File: config.mk
export PLATFORM = sky130hd
export DESIGN_NAME = packed_bits_to_symbol_index_mapper_top
export DESIGN_NICKNAME = d
export VERILOG_FILES = /design/src/rtl/pbsm_pkg.sv /design/src/rtl/pbsm_front.sv /design/src/rtl/pbsm_queue.sv /design/src/rtl/pbsm_back.sv /design/src/rtl/packed_bits_to_symbol_index_mapper_top.sv
export SDC_FILE = /design/constraint.sdc
export NUM_CORES = 1
export LEC_CHECK = 0
export BUFFER_PORTS_ARGS = -buffer_cell sky130_fd_sc_hd__buf_2
export CAP_MARGIN = 20
export CORE_UTILIZATION = 50
export CTS_CLUSTER_DIAMETER = 60
export DETAILED_ROUTE_END_ITERATION = 7
export MAX_ROUTING_LAYER = met4
export PLACE_DENSITY = 0.67
export SLEW_MARGIN = 20
export SYNTH_ARGS = -nofsm -noshare
export SYNTH_HDL_FRONTEND = slang
export SYNTH_HIERARCHICAL = 1
export SYNTH_SLANG_ARGS = --single-unit
File: constraint.sdc
create_clock -name clk -period 7 [get_ports clk]
set_clock_uncertainty 0.1 [all_clocks]
set_input_delay 0.7 -clock clk [delete_from_list [all_inputs] [get_ports clk]]
set_output_delay 0.7 -clock clk [all_outputs]
set_load 0.005 [all_outputs]
File: src/rtl/pbsm_pkg.sv
// ----------------------------------------------------------------------------
// pbsm_pkg
// Shared types and constants of the packed-bits to symbol-index mapper.
// ----------------------------------------------------------------------------
`default_nettype none

package pbsm_pkg;

  localparam logic [1:0] STATUS_OK          = 2'd0;
  localparam logic [1:0] STATUS_LENGTH      = 2'd1;
  localparam logic [1:0] STATUS_UNSUPPORTED = 2'd2;

  localparam logic [3:0] BPS_RESET = 4'd2;

  localparam int ACC_W = 15;

  typedef struct packed {
    logic [ACC_W-1:0] acc;
    logic [3:0]       cnt;
    logic [3:0]       bps;
    logic             last;
    logic [1:0]       status;
    logic             marker;
  } job_t;

endpackage

`default_nettype wire

File: src/rtl/pbsm_front.sv
// ----------------------------------------------------------------------------
// pbsm_front
// Accepts packed bytes, appends their valid bits to the leftover bits and
// hands each byte that yields results or ends a packet to the back end as one job.
// ----------------------------------------------------------------------------
`default_nettype none

module pbsm_front
  import pbsm_pkg::*;
(
  input  wire logic       clk,
  input  wire logic       rst,
  input  wire logic       cfg_valid,
  input  wire logic [3:0] cfg_data,
  input  wire logic       accept,
  input  wire logic [7:0] data_byte,
  input  wire logic [3:0] bits_in_byte,
  input  wire logic       last_byte,
  output logic            job_push,
  output job_t            job
);

  logic [3:0]       bps;
  logic [6:0]       left_bits;
  logic [2:0]       left_cnt;
  logic [6:0]       left_bits_next;
  logic [2:0]       left_cnt_next;
  logic             supported;
  logic [3:0]       nv;
  logic [7:0]       fresh;
  logic [ACC_W-1:0] acc;
  logic [3:0]       cnt;
  logic [2:0]       rem;
  logic             has_sym;

  always_comb begin
    supported = (bps == 4'd1) || (bps == 4'd2) || (bps == 4'd4) ||
                (bps == 4'd6) || (bps == 4'd8);
    nv    = (bits_in_byte > 4'd8) ? 4'd8 : bits_in_byte;
    fresh = 8'(data_byte >> (4'd8 - nv));
    acc   = (ACC_W'(left_bits) << nv) | ACC_W'(fresh);
    cnt   = {1'b0, left_cnt} + nv;
    unique case (bps)
      4'd2:    rem = {2'b00, cnt[0]};
      4'd4:    rem = {1'b0, cnt[1:0]};
      4'd6:    rem = (cnt >= 4'd12) ? 3'(cnt - 4'd12) :
                     (cnt >= 4'd6)  ? 3'(cnt - 4'd6)  : cnt[2:0];
      4'd8:    rem = cnt[2:0];
      default: rem = 3'd0;
    endcase
    has_sym = cnt >= bps;

    if (!supported || last_byte) begin
      left_bits_next = '0;
      left_cnt_next  = '0;
    end else begin
      left_bits_next = acc[6:0] & 7'((8'd1 << rem) - 8'd1);
      left_cnt_next  = rem;
    end

    job.acc    = acc;
    job.cnt    = cnt;
    job.bps    = bps;
    job.last   = last_byte;
    job.marker = !supported || !has_sym;
    if (!supported) begin
      job.status = STATUS_UNSUPPORTED;
    end else if (rem != 3'd0) begin
      job.status = STATUS_LENGTH;
    end else begin
      job.status = STATUS_OK;
    end
    job_push = accept && (last_byte || (supported && has_sym));
  end

  always_ff @(posedge clk) begin
    if (rst) begin
      bps       <= BPS_RESET;
      left_bits <= '0;
      left_cnt  <= '0;
    end else begin
      if (cfg_valid) begin
        bps <= cfg_data;
      end
      if (accept) begin
        left_bits <= left_bits_next;
        left_cnt  <= left_cnt_next;
      end
    end
  end

endmodule

`default_nettype wire

File: src/rtl/pbsm_queue.sv
// ----------------------------------------------------------------------------
// pbsm_queue
// Short job queue between the front end and the back end.
// ----------------------------------------------------------------------------
`default_nettype none

module pbsm_queue
  import pbsm_pkg::*;
#(
  parameter int DEPTH = 4
) (
  input  wire logic clk,
  input  wire logic rst,
  input  wire logic push,
  input  job_t      push_job,
  input  wire logic pop,
  output job_t      head_job,
  output logic      full,
  output logic      empty
);

  localparam int AW = (DEPTH > 1) ? $clog2(DEPTH) : 1;
  localparam int CW = $clog2(DEPTH + 1);

  job_t          mem [DEPTH];
  logic [AW-1:0] wr_ptr;
  logic [AW-1:0] rd_ptr;
  logic [CW-1:0] count;
  logic          do_push;
  logic          do_pop;

  assign full     = (count == CW'(DEPTH));
  assign empty    = (count == '0);
  assign do_push  = push && !full;
  assign do_pop   = pop && !empty;
  assign head_job = mem[rd_ptr];

  always_ff @(posedge clk) begin
    if (do_push) begin
      mem[wr_ptr] <= push_job;
    end
  end

  always_ff @(posedge clk) begin
    if (rst) begin
      wr_ptr <= '0;
      rd_ptr <= '0;
      count  <= '0;
    end else begin
      if (do_push) begin
        wr_ptr <= (wr_ptr == AW'(DEPTH - 1)) ? '0 : wr_ptr + 1'b1;
      end
      if (do_pop) begin
        rd_ptr <= (rd_ptr == AW'(DEPTH - 1)) ? '0 : rd_ptr + 1'b1;
      end
      if (do_push && !do_pop) begin
        count <= count + 1'b1;
      end else if (do_pop && !do_push) begin
        count <= count - 1'b1;
      end
    end
  end

endmodule

`default_nettype wire

File: src/rtl/pbsm_back.sv
// ----------------------------------------------------------------------------
// pbsm_back
// Cuts each job into registered symbol indices, one per cycle unless stalled.
// ----------------------------------------------------------------------------
`default_nettype none

module pbsm_back
  import pbsm_pkg::*;
(
  input  wire logic  clk,
  input  wire logic  rst,
  input  job_t       head_job,
  input  wire logic  q_empty,
  output logic       q_pop,
  input  wire logic  pop,
  output logic       empty,
  output logic [7:0] symbol_index,
  output logic       symbol_valid,
  output logic       last_symbol,
  output logic [1:0] status
);

  job_t             cur;
  logic             busy;
  logic             out_valid;
  logic             advance;
  logic             emit;
  logic             fin;
  logic             load;
  logic [3:0]       sh;
  logic [3:0]       cnt_next;
  logic [ACC_W-1:0] shifted;
  logic [ACC_W-1:0] mask;
  logic [7:0]       sym;

  always_comb begin
    advance  = !out_valid || pop;
    emit     = busy && advance;
    sh       = cur.cnt - cur.bps;
    cnt_next = sh;
    shifted  = cur.acc >> sh;
    mask     = ACC_W'((16'd1 << cur.bps) - 16'd1);
    sym      = shifted[7:0] & mask[7:0];
    fin      = cur.marker || (cnt_next < cur.bps);
    load     = advance && (!busy || fin);
    q_pop    = load && !q_empty;
  end

  assign empty = !out_valid;

  always_ff @(posedge clk) begin
    if (q_pop) begin
      cur <= head_job;
    end else if (emit) begin
      cur.cnt <= cnt_next;
    end
    if (emit) begin
      symbol_index <= cur.marker ? 8'd0 : sym;
      symbol_valid <= !cur.marker;
      last_symbol  <= fin && cur.last;
      status       <= (fin && cur.last) ? cur.status : STATUS_OK;
    end
  end

  always_ff @(posedge clk) begin
    if (rst) begin
      busy      <= 1'b0;
      out_valid <= 1'b0;
    end else begin
      if (load) begin
        busy <= !q_empty;
      end
      if (advance) begin
        out_valid <= emit;
      end
    end
  end

endmodule

`default_nettype wire

File: src/rtl/packed_bits_to_symbol_index_mapper_top.sv
// ----------------------------------------------------------------------------
// packed_bits_to_symbol_index_mapper_top
// Cuts packed packet bytes into 1, 2, 4, 6 or 8 bit symbol indices.
//
//   Channel   Handshake            Payload
//   input     push / full          data_byte, bits_in_byte, last_byte
//   result    pop / empty          symbol_index, symbol_valid, last_symbol,
//                                  status
//   config    cfg_valid/cfg_ready  cfg_data (bits per symbol)
//
// The back end gives one result per cycle while results are popped; a byte
// yields eight results at one bit per symbol, more only right after a size
// change, or one for a marker. The first result of a byte passes the job
// queue, the back end's job register and the output register. The job queue
// of JOB_DEPTH entries lets input run ahead while results stall. Reset clears
// the leftover bits and sets the symbol size to two bits.
// ----------------------------------------------------------------------------
`default_nettype none

module packed_bits_to_symbol_index_mapper_top
  import pbsm_pkg::*;
#(
  parameter int JOB_DEPTH = 4
) (
  input  wire logic       clk,
  input  wire logic       rst,
  input  wire logic       push,
  output logic            full,
  input  wire logic [7:0] data_byte,
  input  wire logic [3:0] bits_in_byte,
  input  wire logic       last_byte,
  output logic            empty,
  input  wire logic       pop,
  output logic [7:0]      symbol_index,
  output logic            symbol_valid,
  output logic            last_symbol,
  output logic [1:0]      status,
  input  wire logic       cfg_valid,
  output logic            cfg_ready,
  input  wire logic [3:0] cfg_data
);

  job_t front_job;
  job_t head_job;
  logic job_push;
  logic q_pop;
  logic q_empty;
  logic accept;

  assign cfg_ready = 1'b1;
  assign accept    = push && !full;

  pbsm_front u_front (
    .clk          (clk),
    .rst          (rst),
    .cfg_valid    (cfg_valid),
    .cfg_data     (cfg_data),
    .accept       (accept),
    .data_byte    (data_byte),
    .bits_in_byte (bits_in_byte),
    .last_byte    (last_byte),
    .job_push     (job_push),
    .job          (front_job)
  );

  pbsm_queue #(
    .DEPTH (JOB_DEPTH)
  ) u_queue (
    .clk      (clk),
    .rst      (rst),
    .push     (job_push),
    .push_job (front_job),
    .pop      (q_pop),
    .head_job (head_job),
    .full     (full),
    .empty    (q_empty)
  );

  pbsm_back u_back (
    .clk          (clk),
    .rst          (rst),
    .head_job     (head_job),
    .q_empty      (q_empty),
    .q_pop        (q_pop),
    .pop          (pop),
    .empty        (empty),
    .symbol_index (symbol_index),
    .symbol_valid (symbol_valid),
    .last_symbol  (last_symbol),
    .status       (status)
  );

endmodule

`default_nettype wire

# Word level (Yosys, flattened, before mapping)

Memory sizes are Yosys's and may differ from the RTL's. A register that Yosys moved wholly into a read port is not among the register bits.
Index checks and enable logic that the tools add are counted.

Memories: 1
Register bits after elaboration: 62
Output and inout port bits: 15
Bits in writable memories: 108

Reductions and logical operators: 34
Add/sub/neg operators: 11
Order comparisons: 5
Equality and inequality tests: 8
Bitwise operators: 3
Shifts and indexed selects: 5
Multiplexer cells: 18

Memories:

| name        | depth | bits a word | rd ports | clocked after memory_dff | write ports | RTL line         | text |
|---|---|---|---|---|---|---|---|
| u_queue.mem | 4     | 27          | 1        | 1                        | 1           | pbsm_queue.sv:25 | `job_t mem [DEPTH];` |

Operators with widths:

| kind                | number |
|---|---|
| $mux 3              | 5 |
| $or 15x8->15        | 1 |
| $shl 7x4->15        | 1 |
| $shr 15x4->8        | 1 |
| $mux 4              | 3 |
| $pmux 3 s4          | 1 |
| $logic_and 1x1->1   | 11 |
| $logic_or 1x1->1    | 10 |
| $mux 2              | 5 |
| $logic_not 1->1     | 9 |
| $and 8x8->8         | 1 |
| $eq 4x3->1 const B  | 2 |
| $shl 1x4->8 const A | 1 |
| $shr 8x4->8         | 1 |
| $sub 8x1->8 const B | 1 |
| $and 7x7->7         | 1 |
| $mux 7              | 1 |
| $shl 1x3->7 const A | 1 |
| $sub 7x1->7 const B | 1 |
| $sub 3x3->3 const B | 2 |
| $add 2x1->2 const B | 2 |
| $add 3x4->4         | 1 |
| $eq 2x2->1 const B  | 2 |
| $eq 4x1->1 const B  | 1 |
| other kinds (16)    | 19 |

# Logic depth before layout (Yosys ltp)

Gate-level depths: netlist of the first run.

Depth after elaboration: 13
Depth in mapped cells: 21
Mapped depth without buffers: 19

# Cells and area by module

Netlist of the first run, hierarchy kept.

By module, submodules not included:

| module                                 | times used | area each (sq um) | seq. area each (sq um) | cells an instance |
|---|---|---|---|---|
| pbsm_queue                             | 1          | 4399.2            | 3423.3                 | 191 |
| pbsm_back                              | 1          | 2263.4            | 1211.2                 | 166 |
| pbsm_front                             | 1          | 1885.6            | 280.3                  | 253 |
| packed_bits_to_symbol_index_mapper_top | 1          | 25.0              | 0.0                    | 3 |

# Worst setup path after synthesis of the first run

Ideal clock, no wire load.

Path kind: input port to flip-flop
From: in bits_in_byte[0]
To: reg u_queue.count[2]
Library setup time: 0.070 ns
Path buffers: 2
Stages: 20
Data required time: 6.830 ns
Path slack: 1.999 ns
Arrival: 4.831 ns
Path through: buf_2 -> nor2b_1 -> buf_2 -> ha_1 -> inv_1 -> fa_1 -> xnor2_1 -> ha_1 -> a21o_1 -> a21oi_1 -> or2_2 -> a21oi_1 -> bufinv_8 -> nor2_2 -> ha_1 -> inv_1 -> fa_1 -> xor2_1 -> or3_1 -> a21oi_1

RTL lines:

| element              | RTL line                                     | text |
|---|---|---|
| start, declared      | packed_bits_to_symbol_index_mapper_top.sv:30 | `input wire logic [3:0] bits_in_byte,` |
| end signal, assigned | pbsm_queue.sv:57                             | `count <= count + 1'b1;` |
| end signal, assigned | pbsm_queue.sv:59                             | `count <= count - 1'b1;` |
| end, declared        | pbsm_queue.sv:28                             | `logic [CW-1:0] count;` |

==> flow_summary.yaml, run 1 <==
sta:
  max_freq_mhz: 195.0
  hold_slack_ns: 0.3915
  slew_violations: 0
  hold_viol_final: 0
  worstMarginPinSlew_ns: 0.8534
  final.setup.tns_ns: 0
  min_period_over_period_pct: 73.27
  setup_viol: 0
  rsz0062_at_grt: "no"
  min_period_ns: 5.129
  relSlewSlack_pct: 42.67
die:
  io_pins: 37
  die_x_um: 132.9
  initial_utilization_pct: 51.51
  die_h_um: 132.9
  coreArea_sq_um: 16640
  die_area_sq_um: 17670
  rows: 47
clocking:
  numClockSinks: 172
  tritoncts: "done"
  hold_buffers: 0
  cts_resized: 0
  cts-root-buf: "clkbuf_16"
  path_clk_slew_ns: 0.06
  worstSkewPairLatency_ns: 0.42
  cts_made_buffers: 17
  post_cts_buffers: 0
  h-tree-depth: 4
  clockBufferDepth: 2
pwr:
  p_sw_mw: 1.472
  internal_power_mw: 2.755
  ir_drop_mv: 0.2654
  pwr-share-seq_pct: 37.7
  leakage_nw: 3.397
  pwr-share-clk_pct: 21.9
  powerDensity_nw_per_um2: 447.9
  p_comb_share_pct: 40.4
  total_power_mw: 4.227
  switching_share_pct: 34.83
yosys:
  synth.area.top_cells: "edfxtp_1 51%, mux4_2 8.9%, dfxtp_1 5.8%"
  syn_avg_cell_area_sq_um: 13.99
  netlist_area_sq_um: 8573
  syn_inst: 613
  yosysTopAreaCell: "edfxtp_1"
  synthArstFlopShare_pct: 0
  synth_seq_area_share_pct: 57.33
  yosys.cell_types.count: 82
  ys_seq_elements: 172
  synth_top_area_share_pct: 51.49
  syn-num-nets: 662
  yosys_warnings: 6
  yosys_most_used_dff: "edfxtp_1"
  synth-edff-count: 147
critical_path:
  reg2reg_slack_ns: 2.04
  crit-reg2reg-capture: "u_queue/count[2]"
  start_kind: "input pin"
  r2r_start: "u_back/cur[4]"
  r2r_cells: 17
  crit_fanout: 33
  crit_type: "input pin to flip-flop"
  required_ns: 7.25
  worstPathArrival_ns: 5.38
  worst_setup_path_end_kind: "flip-flop"
worst_hold_path:
  hold_start: "u_queue/rd_ptr[0]"
  hold_class: "flip-flop to flip-flop"
  holdPathStages: 2
global_route:
  antenna_found_initial: 0
  grt_overflow: 0
  globalRouteTotalUtil_pct: 20.36
  grt_pass1_vias: 4892
  grt_pass1_wl_um: 26300
  grt_max_degree: 34
placed_design:
  gp_congestion: 0.8411
  placed_area_sq_um: 8832
  portBuffers: 35
  dp.cells: 837
  dp_hpwl_um: 11220
flow_run:
  maxCapViolations: 0
final_layout:
  fin_area_sq_um: 9438
  area_growth_pct: 10.08
  final_net_count: 685
  layout-drive-gt1-share_pct: 22.50
  n_antenna_cell: 0
  final_common_cell: "edfxtp_1"
  fillCellCount: 1313
  finalNonFillerCells: 869
  final_cell_mix: "147 x edfxtp_1, 45 x nand2_1, 35 x buf_2, 35 x nor2_1, 35 x mux2i_1"
detailed_routing:
  avgRoutedWirePerCell_um: 18.58
  drt_first_pass_iters: 5
  routed_wl_um: 16150
  vias: 4996
  drc: 0
  drt_iter0_drc: 369
  antenna_left: 0
  vias_per_cell: 5.749
outcome:
  status: "complete, no violations"
-- logic make-up (layout without fill, tap and decap cells) --
kind of cell | count (synthesis) | in the layout | share of synthesized area (%)
flops | 172 | 172 | 57.33
simple gates | 160 | 160 | 9.822
compound gates | 95 | 95 | 7.954
mux | 78 | 78 | 14.73
buf+inv | 69 | 105 | 4.320
fa+ha+maj | 27 | 27 | 4.203
xor+xnor | 11 | 11 | 1.605
other cells | 1 | 1 | 0.04374
-- per-layer routing --
layer  GRT usage, %  vias up  share of wire [%]
met3          4.291       17                3.7
met4          6.003        0                1.5
met5              -        -                  0
met1          26.46     2463                 46
met2          32.29      114                 49
li1               -     2402                  -
-- cell usage after synthesis, types with 8 or more instances --
cell type  number
inv_1          30
a21oi_1        25
nor2b_1         9
mux2i_1        35
and3_1          9
edfxtp_1      147
o21ai_0        15
nand2_1        45
buf_4           8
mux4_2         34
dfxtp_1        25
ha_1           24
nor2_1         35
clkbuf_1       10
nor3_1         16
-- worst max-delay path: stages --
cell,delay (ns)
buf_2,0.28
nor2b_1,0.57
ha_1,0.45
xnor2_1,0.66
ha_1,0.28
a21o_1,0.09
a21oi_1,0.05
or2_2,0.31
a21oi_1,0.35
bufinv_8,0.25
nor2_2,0.15
ha_1,0.20
inv_1,0.06
fa_1,0.37
xor2_1,0.16
or3_1,0.31
a21oi_1,0.14
-- registers in the layout, indices dropped and copies added (netlist names), named ones only --
| register | flops |
|---|---|
| u_back/out_valid | 1 |
| u_queue/wr_ptr | 2 |
| u_back/status | 2 |
| u_front/left_bits | 7 |
| u_queue/count | 3 |
| u_back/symbol_index | 8 |
| u_back/cur | 27 |
| u_back/last_symbol | 1 |
| u_front/bps | 4 |
| u_back/symbol_valid | 1 |
| u_front/left_cnt | 3 |
| u_queue/mem | 108 |
| u_back/busy | 1 |
| u_queue/rd_ptr | 2 |
-- power by group through the flow --
stage | Sequential, mW | Combinational [mW] | Clock [mW]
after floorplan | 1.53 | 1.46 | 0
after global placement | 1.61 | 1.70 | 0
after detailed placement | 1.62 | 1.72 | 0
after CTS | 1.60 | 1.73 | 0.944
after global routing | 1.63 | 1.90 | 0.990
final | 1.59 | 1.71 | 0.928
-- metrics by stage --
step | setup slack (ns) | util [%]
2_1_floorplan | 1.999 | -
3_3_place_gp | 1.692 | 53.07
3_5_place_dp | 1.477 | 53.07
4_1_cts | 1.924 | 56.63
5_1_grt | 1.503 | 56.71
6_report | 1.871 | 56.71
-- cell type report --
class / instances / area [sq um] / share of cell area [%]
multi-input cells: 372 / 3303 / 35.00
clock buffers: 20 / 456.7 / 4.839
clock inverters: 12 / 136.4 / 1.445
well taps: 220 / 275.3 / 2.917
inverters: 35 / 150.1 / 1.591
repair buffers: 38 / 197.7 / 2.095
flip-flops and latches: 172 / 4918 / 52.11
-- worst max path at each step --
stage                    start                to  slack (ns)  cells past startpoint
2_1_floorplan  bits_in_byte[0]  u_queue/count[2]        2.00                     20
3_3_place_gp   bits_in_byte[3]  u_queue/count[2]        1.69                     19
3_5_place_dp   bits_in_byte[3]  u_queue/count[2]        1.48                     17
4_1_cts        bits_in_byte[3]  u_queue/count[2]        1.92                     17
5_1_grt        bits_in_byte[3]  u_queue/count[2]        1.50                     17
6_report       bits_in_byte[3]  u_queue/count[2]        1.87                     17
No activity file was read; power rests on OpenSTA's default activity.
==> run 2, diff against run 1 <==
--- a/config.mk
+++ b/config.mk
@@ -11,7 +11,7 @@
 export CTS_CLUSTER_DIAMETER = 60
 export DETAILED_ROUTE_END_ITERATION = 7
 export MAX_ROUTING_LAYER = met4
-export PLACE_DENSITY = 0.67
+export PLACE_DENSITY = 0.69
 export SLEW_MARGIN = 20
 export SYNTH_ARGS = -nofsm -noshare
 export SYNTH_HDL_FRONTEND = slang
==> constraint.sdc (replaced) <==
create_clock -name clk -period 4.1 [get_ports clk]
set_clock_uncertainty 0.1 [all_clocks]
set_input_delay 0.41 -clock clk [delete_from_list [all_inputs] [get_ports clk]]
set_output_delay 0.41 -clock clk [all_outputs]
set_load 0.005 [all_outputs]
==> run 2 against run 1 <==
Clock power grew 59%. Routed wire length rose by 2.3%. Critical path depth is 1 lower. Cell area up 3.3%. Count of clock-buffer cells in the layout grew 2. Combinational power up 87%. First-iteration DRC count unchanged. Die area is the same. Critical endpoint is now u_front/left_bits[4]. Largest cell class unchanged. Largest power group unchanged.
==> flow_summary.yaml, run 2 (synthesis results as in run 1) <==
sta:
  hold_viol_final: 0
  setup_viol: 0
  slew_violations: 0
  max_freq_mhz: 260.7
  rsz0062_at_grt: "no"
  min_period_ns: 3.836
  worstMarginPinSlew_ns: 1.027
  min_period_over_period_pct: 93.55
  setup_ws_ns: 0.2644
  relSlewSlack_pct: 30.64
outcome:
  status: "complete, no violations"
final_layout:
  area_growth_pct: 13.70
  fin_area_sq_um: 9748
  layout-drive-gt1-share_pct: 26.39
  largest_reg_flops: 108
  final_net_count: 718
  n_antenna_cell: 0
  regMostFlops: "u_queue/mem"
  final_cell_mix: "147 x edfxtp_1, 45 x nand2_1, 35 x buf_2, 35 x nor2_1, 35 x mux2i_1"
  finalNonFillerCells: 902
  fillCellCount: 1303
  final_common_cell: "edfxtp_1"
  reg_top3: "u_queue/mem x108, u_back/cur x27, u_back/symbol_index x8"
critical_path:
  worstPathArrival_ns: 4.08
  cp_common_cell: "inv_1"
  path_delay_family: "compound AO/OA/AOI/OAI gates"
  required_ns: 4.34
  crit_fanout: 7
  path_cells: "ha_4 -> inv_1 -> fa_2 -> inv_2 -> ha_1 -> nor3b_1 -> a2111oi_1 -> o21ai_0 -> and4b_1 -> a31o_1 -> nor3_4 -> inv_1 -> ha_2 -> nor3b_2 -> o22ai_1 -> a211oi_2"
  crit_slowest_cell: "fa_2"
  start_kind: "flip-flop"
  worst_setup_path_end_kind: "flip-flop"
  crit_type: "flip-flop to flip-flop"
  cp.buffers_inverters: 3
  cpPeakStageDelay_ns: 0.58
global_route:
  grt_pass1_vias: 5217
  grt_overflow: 0
  grt_pass1_wl_um: 26940
  globalRouteTotalUtil_pct: 20.65
  grt_max_degree: 29
  antenna_found_initial: 0
clocking:
  worstSkewPairLatency_ns: 0.43
  cts_made_buffers: 17
  path_clk_slew_ns: 0.06
  clockBufferDepth: 2
  numClockSinks: 172
  cts-root-buf: "clkbuf_16"
  tritoncts: "done"
  h-tree-depth: 4
die:
  die_h_um: 132.9
  die_area_sq_um: 17670
  io_pins: 37
  initial_utilization_pct: 51.51
  coreArea_sq_um: 16640
  die_x_um: 132.9
  rows: 47
pwr:
  powerDensity_nw_per_um2: 757.7
  leakage_nw: 3.555
  ir_drop_mv: 0.3540
detailed_routing:
  vias: 5181
  avgRoutedWirePerCell_um: 18.31
  antenna_left: 0
  routed_wl_um: 16510
  vias_per_cell: 5.744
  drt_iter0_drc: 369
  drc: 0
  drt_first_pass_iters: 5
placed_design:
  dp_hpwl_um: 11510
  dp.cells: 869
  gp_congestion: 0.8837
  placed_area_sq_um: 9189
  portBuffers: 35
  place_ws_ns: -0.1908
flow_run:
  maxCapViolations: 0
worst_hold_path:
  hold_class: "input pin to flip-flop"
-- run 2: worst paths after layout --
kind / slack [ns] / startpoint / to / depth (start not counted)
max: 0.26 / u_front/left_cnt[0] / u_front/left_bits[4] / 16
min: 0.11 / cfg_data[1] / u_front/bps[1] / 3
max reg2reg: 0.26 / u_front/left_cnt[0] / u_front/left_bits[4] / 16
min reg2reg: 0.37 / u_front/left_cnt[2] / u_front/left_cnt[2] / 2
-- run 2: what timing repair did --
action / in CTS / in global routing
setup endpoints to repair: 0 / 2
setup buffers: 0 / 1
resized for setup: 0 / 2
hold buffers: 0 / 0
-- run 2: power by group --
group | switching, mW | internal (mW)
registers | 0.285 | 2.44
logic | 1.68 | 1.51
clock network | 0.627 | 0.850
total | 2.60 | 4.79
-- run 2: worst min-delay path, cell delays in order --
cell,delay (ns)
buf_2,0.07
nand2_1,0.04
o211ai_1,0.07
-- run 2: cell type report --
type | count | area (sq um) | share of cell area (%)
clock buffers | 22 | 454.2 | 4.659
multi-input cells | 372 | 3372 | 34.59
clock inverters | 10 | 91.34 | 0.9370
repair buffers | 71 | 495.5 | 5.083
flip-flops and latches | 172 | 4916 | 50.43
well taps | 220 | 275.3 | 2.824
inverters | 35 | 143.9 | 1.476
-- run 2: through the flow --
stage	total power [mW]	util, %	hold slack, ns	TNS (ns)
global route	7.853	58.57	0.1249	0
detailed placement	5.941	55.21	0.3657	-0.3032
CTS	7.432	58.49	0.1028	0
global placement	5.848	55.21	0.3599	0
floorplan	5.151	-	0.3497	-0.007168
finish	7.387	58.57	0.1076	0
-- run 2: per-layer routing --
metal,share of wire (%),global-route usage (%),wire [um],vias to the layer above
met5,0,-,0,-
met4,2.4,8.748,401,0
met3,3.7,3.410,607,32
met2,50,34.55,8293,134
met1,44,24.76,7210,2551
li1,-,-,-,2464
==> run 3, diff against run 2 <==
--- a/config.mk
+++ b/config.mk
@@ -5,6 +5,7 @@
 export SDC_FILE = /design/constraint.sdc
 export NUM_CORES = 1
 export LEC_CHECK = 0
+export ABC_AREA = 1
 export BUFFER_PORTS_ARGS = -buffer_cell sky130_fd_sc_hd__buf_2
 export CAP_MARGIN = 20
 export CORE_UTILIZATION = 50
==> constraint.sdc (replaced) <==
create_clock -name clk -period 3.17 [get_ports clk]
set_clock_uncertainty 0.1 [all_clocks]
set_input_delay 0.317 -clock clk [delete_from_list [all_inputs] [get_ports clk]]
set_output_delay 0.317 -clock clk [all_outputs]
set_load 0.005 [all_outputs]
==> run 3 against run 2 <==
The run now ends with negative setup slack left. Cell area grew 5.3%. First-iteration DRC count up 20%. Setup slack worse by 0.39 ns. Routed wire length increased by 11%. Combinational power up 58%. Sequential cell count stayed put. Maximum frequency is 16% higher. Highest routed layer unchanged.
==> flow_summary.yaml, run 3 <==
yosys:
  synth_common_cells: "187 x nand2_1, 147 x edfxtp_1, 108 x nor2_1, 84 x inv_1, 64 x nand3_1"
  netlist_area_sq_um: 8686
  synth.area.top_cells: "edfxtp_1 51%, nand2_1 8.1%, dfxtp_1 5.8%"
  synth_seq_area_share_pct: 56.58
  synth.most_common_cell: "nand2_1"
  syn_inst: 898
  syn-num-nets: 947
  yosys.cell_types.count: 52
  yosysTopAreaCell: "edfxtp_1"
  synthArstFlopShare_pct: 0
  yosys_most_used_dff: "edfxtp_1"
  ys_seq_elements: 172
  synth_top_area_share_pct: 50.82
  synth-edff-count: 147
  yosys_warnings: 6
  syn_avg_cell_area_sq_um: 9.672
critical_path:
  crit_type: "flip-flop to flip-flop"
  cpPeakStageDelay_ns: 0.38
  start_kind: "flip-flop"
  crit_slowest_cell: "edfxtp_1"
  worstPathArrival_ns: 3.51
  r2r_cells: 24
  path_cells: "inv_1 -> ha_2 -> inv_2 -> fa_2 -> xnor2_2 -> inv_2 -> ha_4 -> nand2_2 -> inv_1 -> nand2_1 -> nand2_2 -> nand3_4 -> nand3_4 -> clkinvlp_4 -> nand2_4 -> ha_4 -> inv_4 -> fa_2 -> inv_2 -> nand2_2 -> nand3_2 -> nand2_1 -> inv_1 -> nor2_1"
  worst_setup_path_end_kind: "flip-flop"
  crit_fanout: 2
  required_ns: 3.39
sta:
  max_freq_mhz: 303.6
  final.setup.tns_ns: -0.2012
  setup_viol: 2
  relSlewSlack_pct: 33.63
  slew_violations: 0
  min_period_over_period_pct: 103.9
  hold_viol_final: 0
  hold_slack_ns: 0.01689
  worstMarginPinSlew_ns: 0.9919
  setup_ws_ns: -0.1235
  rsz0062_at_grt: "yes"
  min_period_ns: 3.294
clocking:
  cts_made_buffers: 17
  clockBufferDepth: 2
  path_clk_slew_ns: 0.06
  cts-root-buf: "clkbuf_16"
  tritoncts: "done"
  numClockSinks: 172
  hold_buffers: 0
  h-tree-depth: 4
  worstSkewPairLatency_ns: 0.42
global_route:
  grt_pass1_vias: 5856
  use_met1_pct: 26.72
  met3_usage_pct: 3.401
  globalRouteTotalUtil_pct: 21.94
  grtUsageMet2_pct: 37.10
  grt_overflow: 0
  antenna_found_initial: 0
  grt_pass1_wl_um: 28970
  grt_max_degree: 55
  grt.busiest_layer: "met2"
final_layout:
  final_net_count: 1041
  layout-drive-gt1-share_pct: 21.12
  regMostFlops: "u_queue/mem"
  final_cell_mix: "180 x nand2_1, 147 x edfxtp_1, 104 x nor2_1"
  reg_top3: "u_queue/mem x108, u_back/cur x27, u_back/symbol_index x8"
  fillCellCount: 1377
  area_growth_pct: 18.16
  largest_reg_flops: 108
  final_common_cell: "nand2_1"
  utilization_pct: 61.24
  finalNonFillerCells: 1224
  n_antenna_cell: 0
detailed_routing:
  drt_first_pass_iters: 7
  drc: 0
  avgRoutedWirePerCell_um: 14.96
  drt_iter0_drc: 444
  vias: 6408
  antenna_left: 0
  routed_wl_um: 18310
  vias_per_cell: 5.235
placed_design:
  gp_congestion: 0.8942
  dp.cells: 1177
  dp_hpwl_um: 12990
  portBuffers: 35
worst_hold_path:
  holdPathStages: 2
  hold_class: "input pin to flip-flop"
pwr:
  powerDensity_nw_per_um2: 1008
  leakage_nw: 4.148
  ir_drop_mv: 1.135
die:
  die_h_um: 133.8
  die_x_um: 133.8
  die_area_sq_um: 17900
  io_pins: 37
  rows: 47
  coreArea_sq_um: 16760
  initial_utilization_pct: 51.83
outcome:
  status: "finished, violations left"
  violations: "negative setup slack"
flow_run:
  maxCapViolations: 0
[run 3: changes by cell type after synthesis, sizes merged, moves of 33 or more]
| cell | previous run | this run |
|---|---|---|
| nand2 | 45 | 197 |
| o21ai | 19 | 96 |
| nor2 | 37 | 110 |
| inv | 31 | 92 |
| nand3 | 6 | 67 |
| mux4 | 37 | 0 |
| mux2i | 35 | 2 |
[run 3: worst paths after layout]
check,from,endpoint,slack [ns]
worst min-delay path,cfg_valid,u_front/bps[1],0.02
worst max-delay path,u_back/cur[8],u_queue/count[2],-0.12
worst max register to register,u_back/cur[8],u_queue/count[2],-0.12
worst min register to register,u_front/left_bits[4],u_front/left_bits[4],0.37
[run 3: area by class of cell]
class | instances | area (sq um) | share of cell area [%]
Clock buffer | 18 | 429.2 | 4.181
Timing Repair Buffer | 108 | 815.8 | 7.948
Inverter | 94 | 395.4 | 3.852
Sequential cell | 172 | 4917 | 47.91
Clock inverter | 13 | 121.4 | 1.182
Multi-Input combinational cell | 599 | 3309 | 32.24
Tap cell | 220 | 275.3 | 2.682
[run 3: cells by family after synthesis]
family	count (synthesis)	synth area share (%)
other	1	0.04317
adders and majority gates	27	4.149
xor gates and xnor gates	6	0.9077
AOI/OAI and AO/OA	170	11.03
and+or+nand+nor	393	19.53
buffers and inverters	127	7.519
muxes	2	0.2305
DFF	172	56.58
[run 3: per-stage QoR]
stage,cell area [sq um],power (mW),setup WS (ns)
5_1_grt,10260,11.17,-0.3088
4_1_cts,10170,10.25,-0.08195
3_5_place_dp,9520,8.129,-0.4211
2_1_floorplan,8853,6.991,-0.4890
6_report,10260,10.35,-0.1235
3_3_place_gp,9520,8.052,-0.3488
[run 3: critical path, delay by kind of cell (launching register included)]
| kind | cells | cell delay (ns) |
|---|---|---|
| buf+inv | 8 | 0.53 |
| flops | 1 | 0.38 |
| xor+xnor | 1 | 0.18 |
| fa+ha+maj | 5 | 1.32 |
| simple gates | 10 | 0.67 |
[run 3: routing by layer]
layer,wire length (um),part of all wire (%)
met5,0,0
met4,316,1.7
met3,853,4.7
met2,9271,51
met1,7872,43
[run 3: power breakdown]
part	switching, mW	leakage (nW)	internal [mW]
clock network	0.841	0.255	1.08
logic	3.11	2.32	1.94
registers	0.231	1.58	3.15
[run 3: what timing repair did]
action / CTS / global route
pin swaps: 9 / 15
resized for setup: 6 / 10
cloned: 0 / 1
buffers inserted: 10 / 5
setup endpoints to repair: 65 / 22
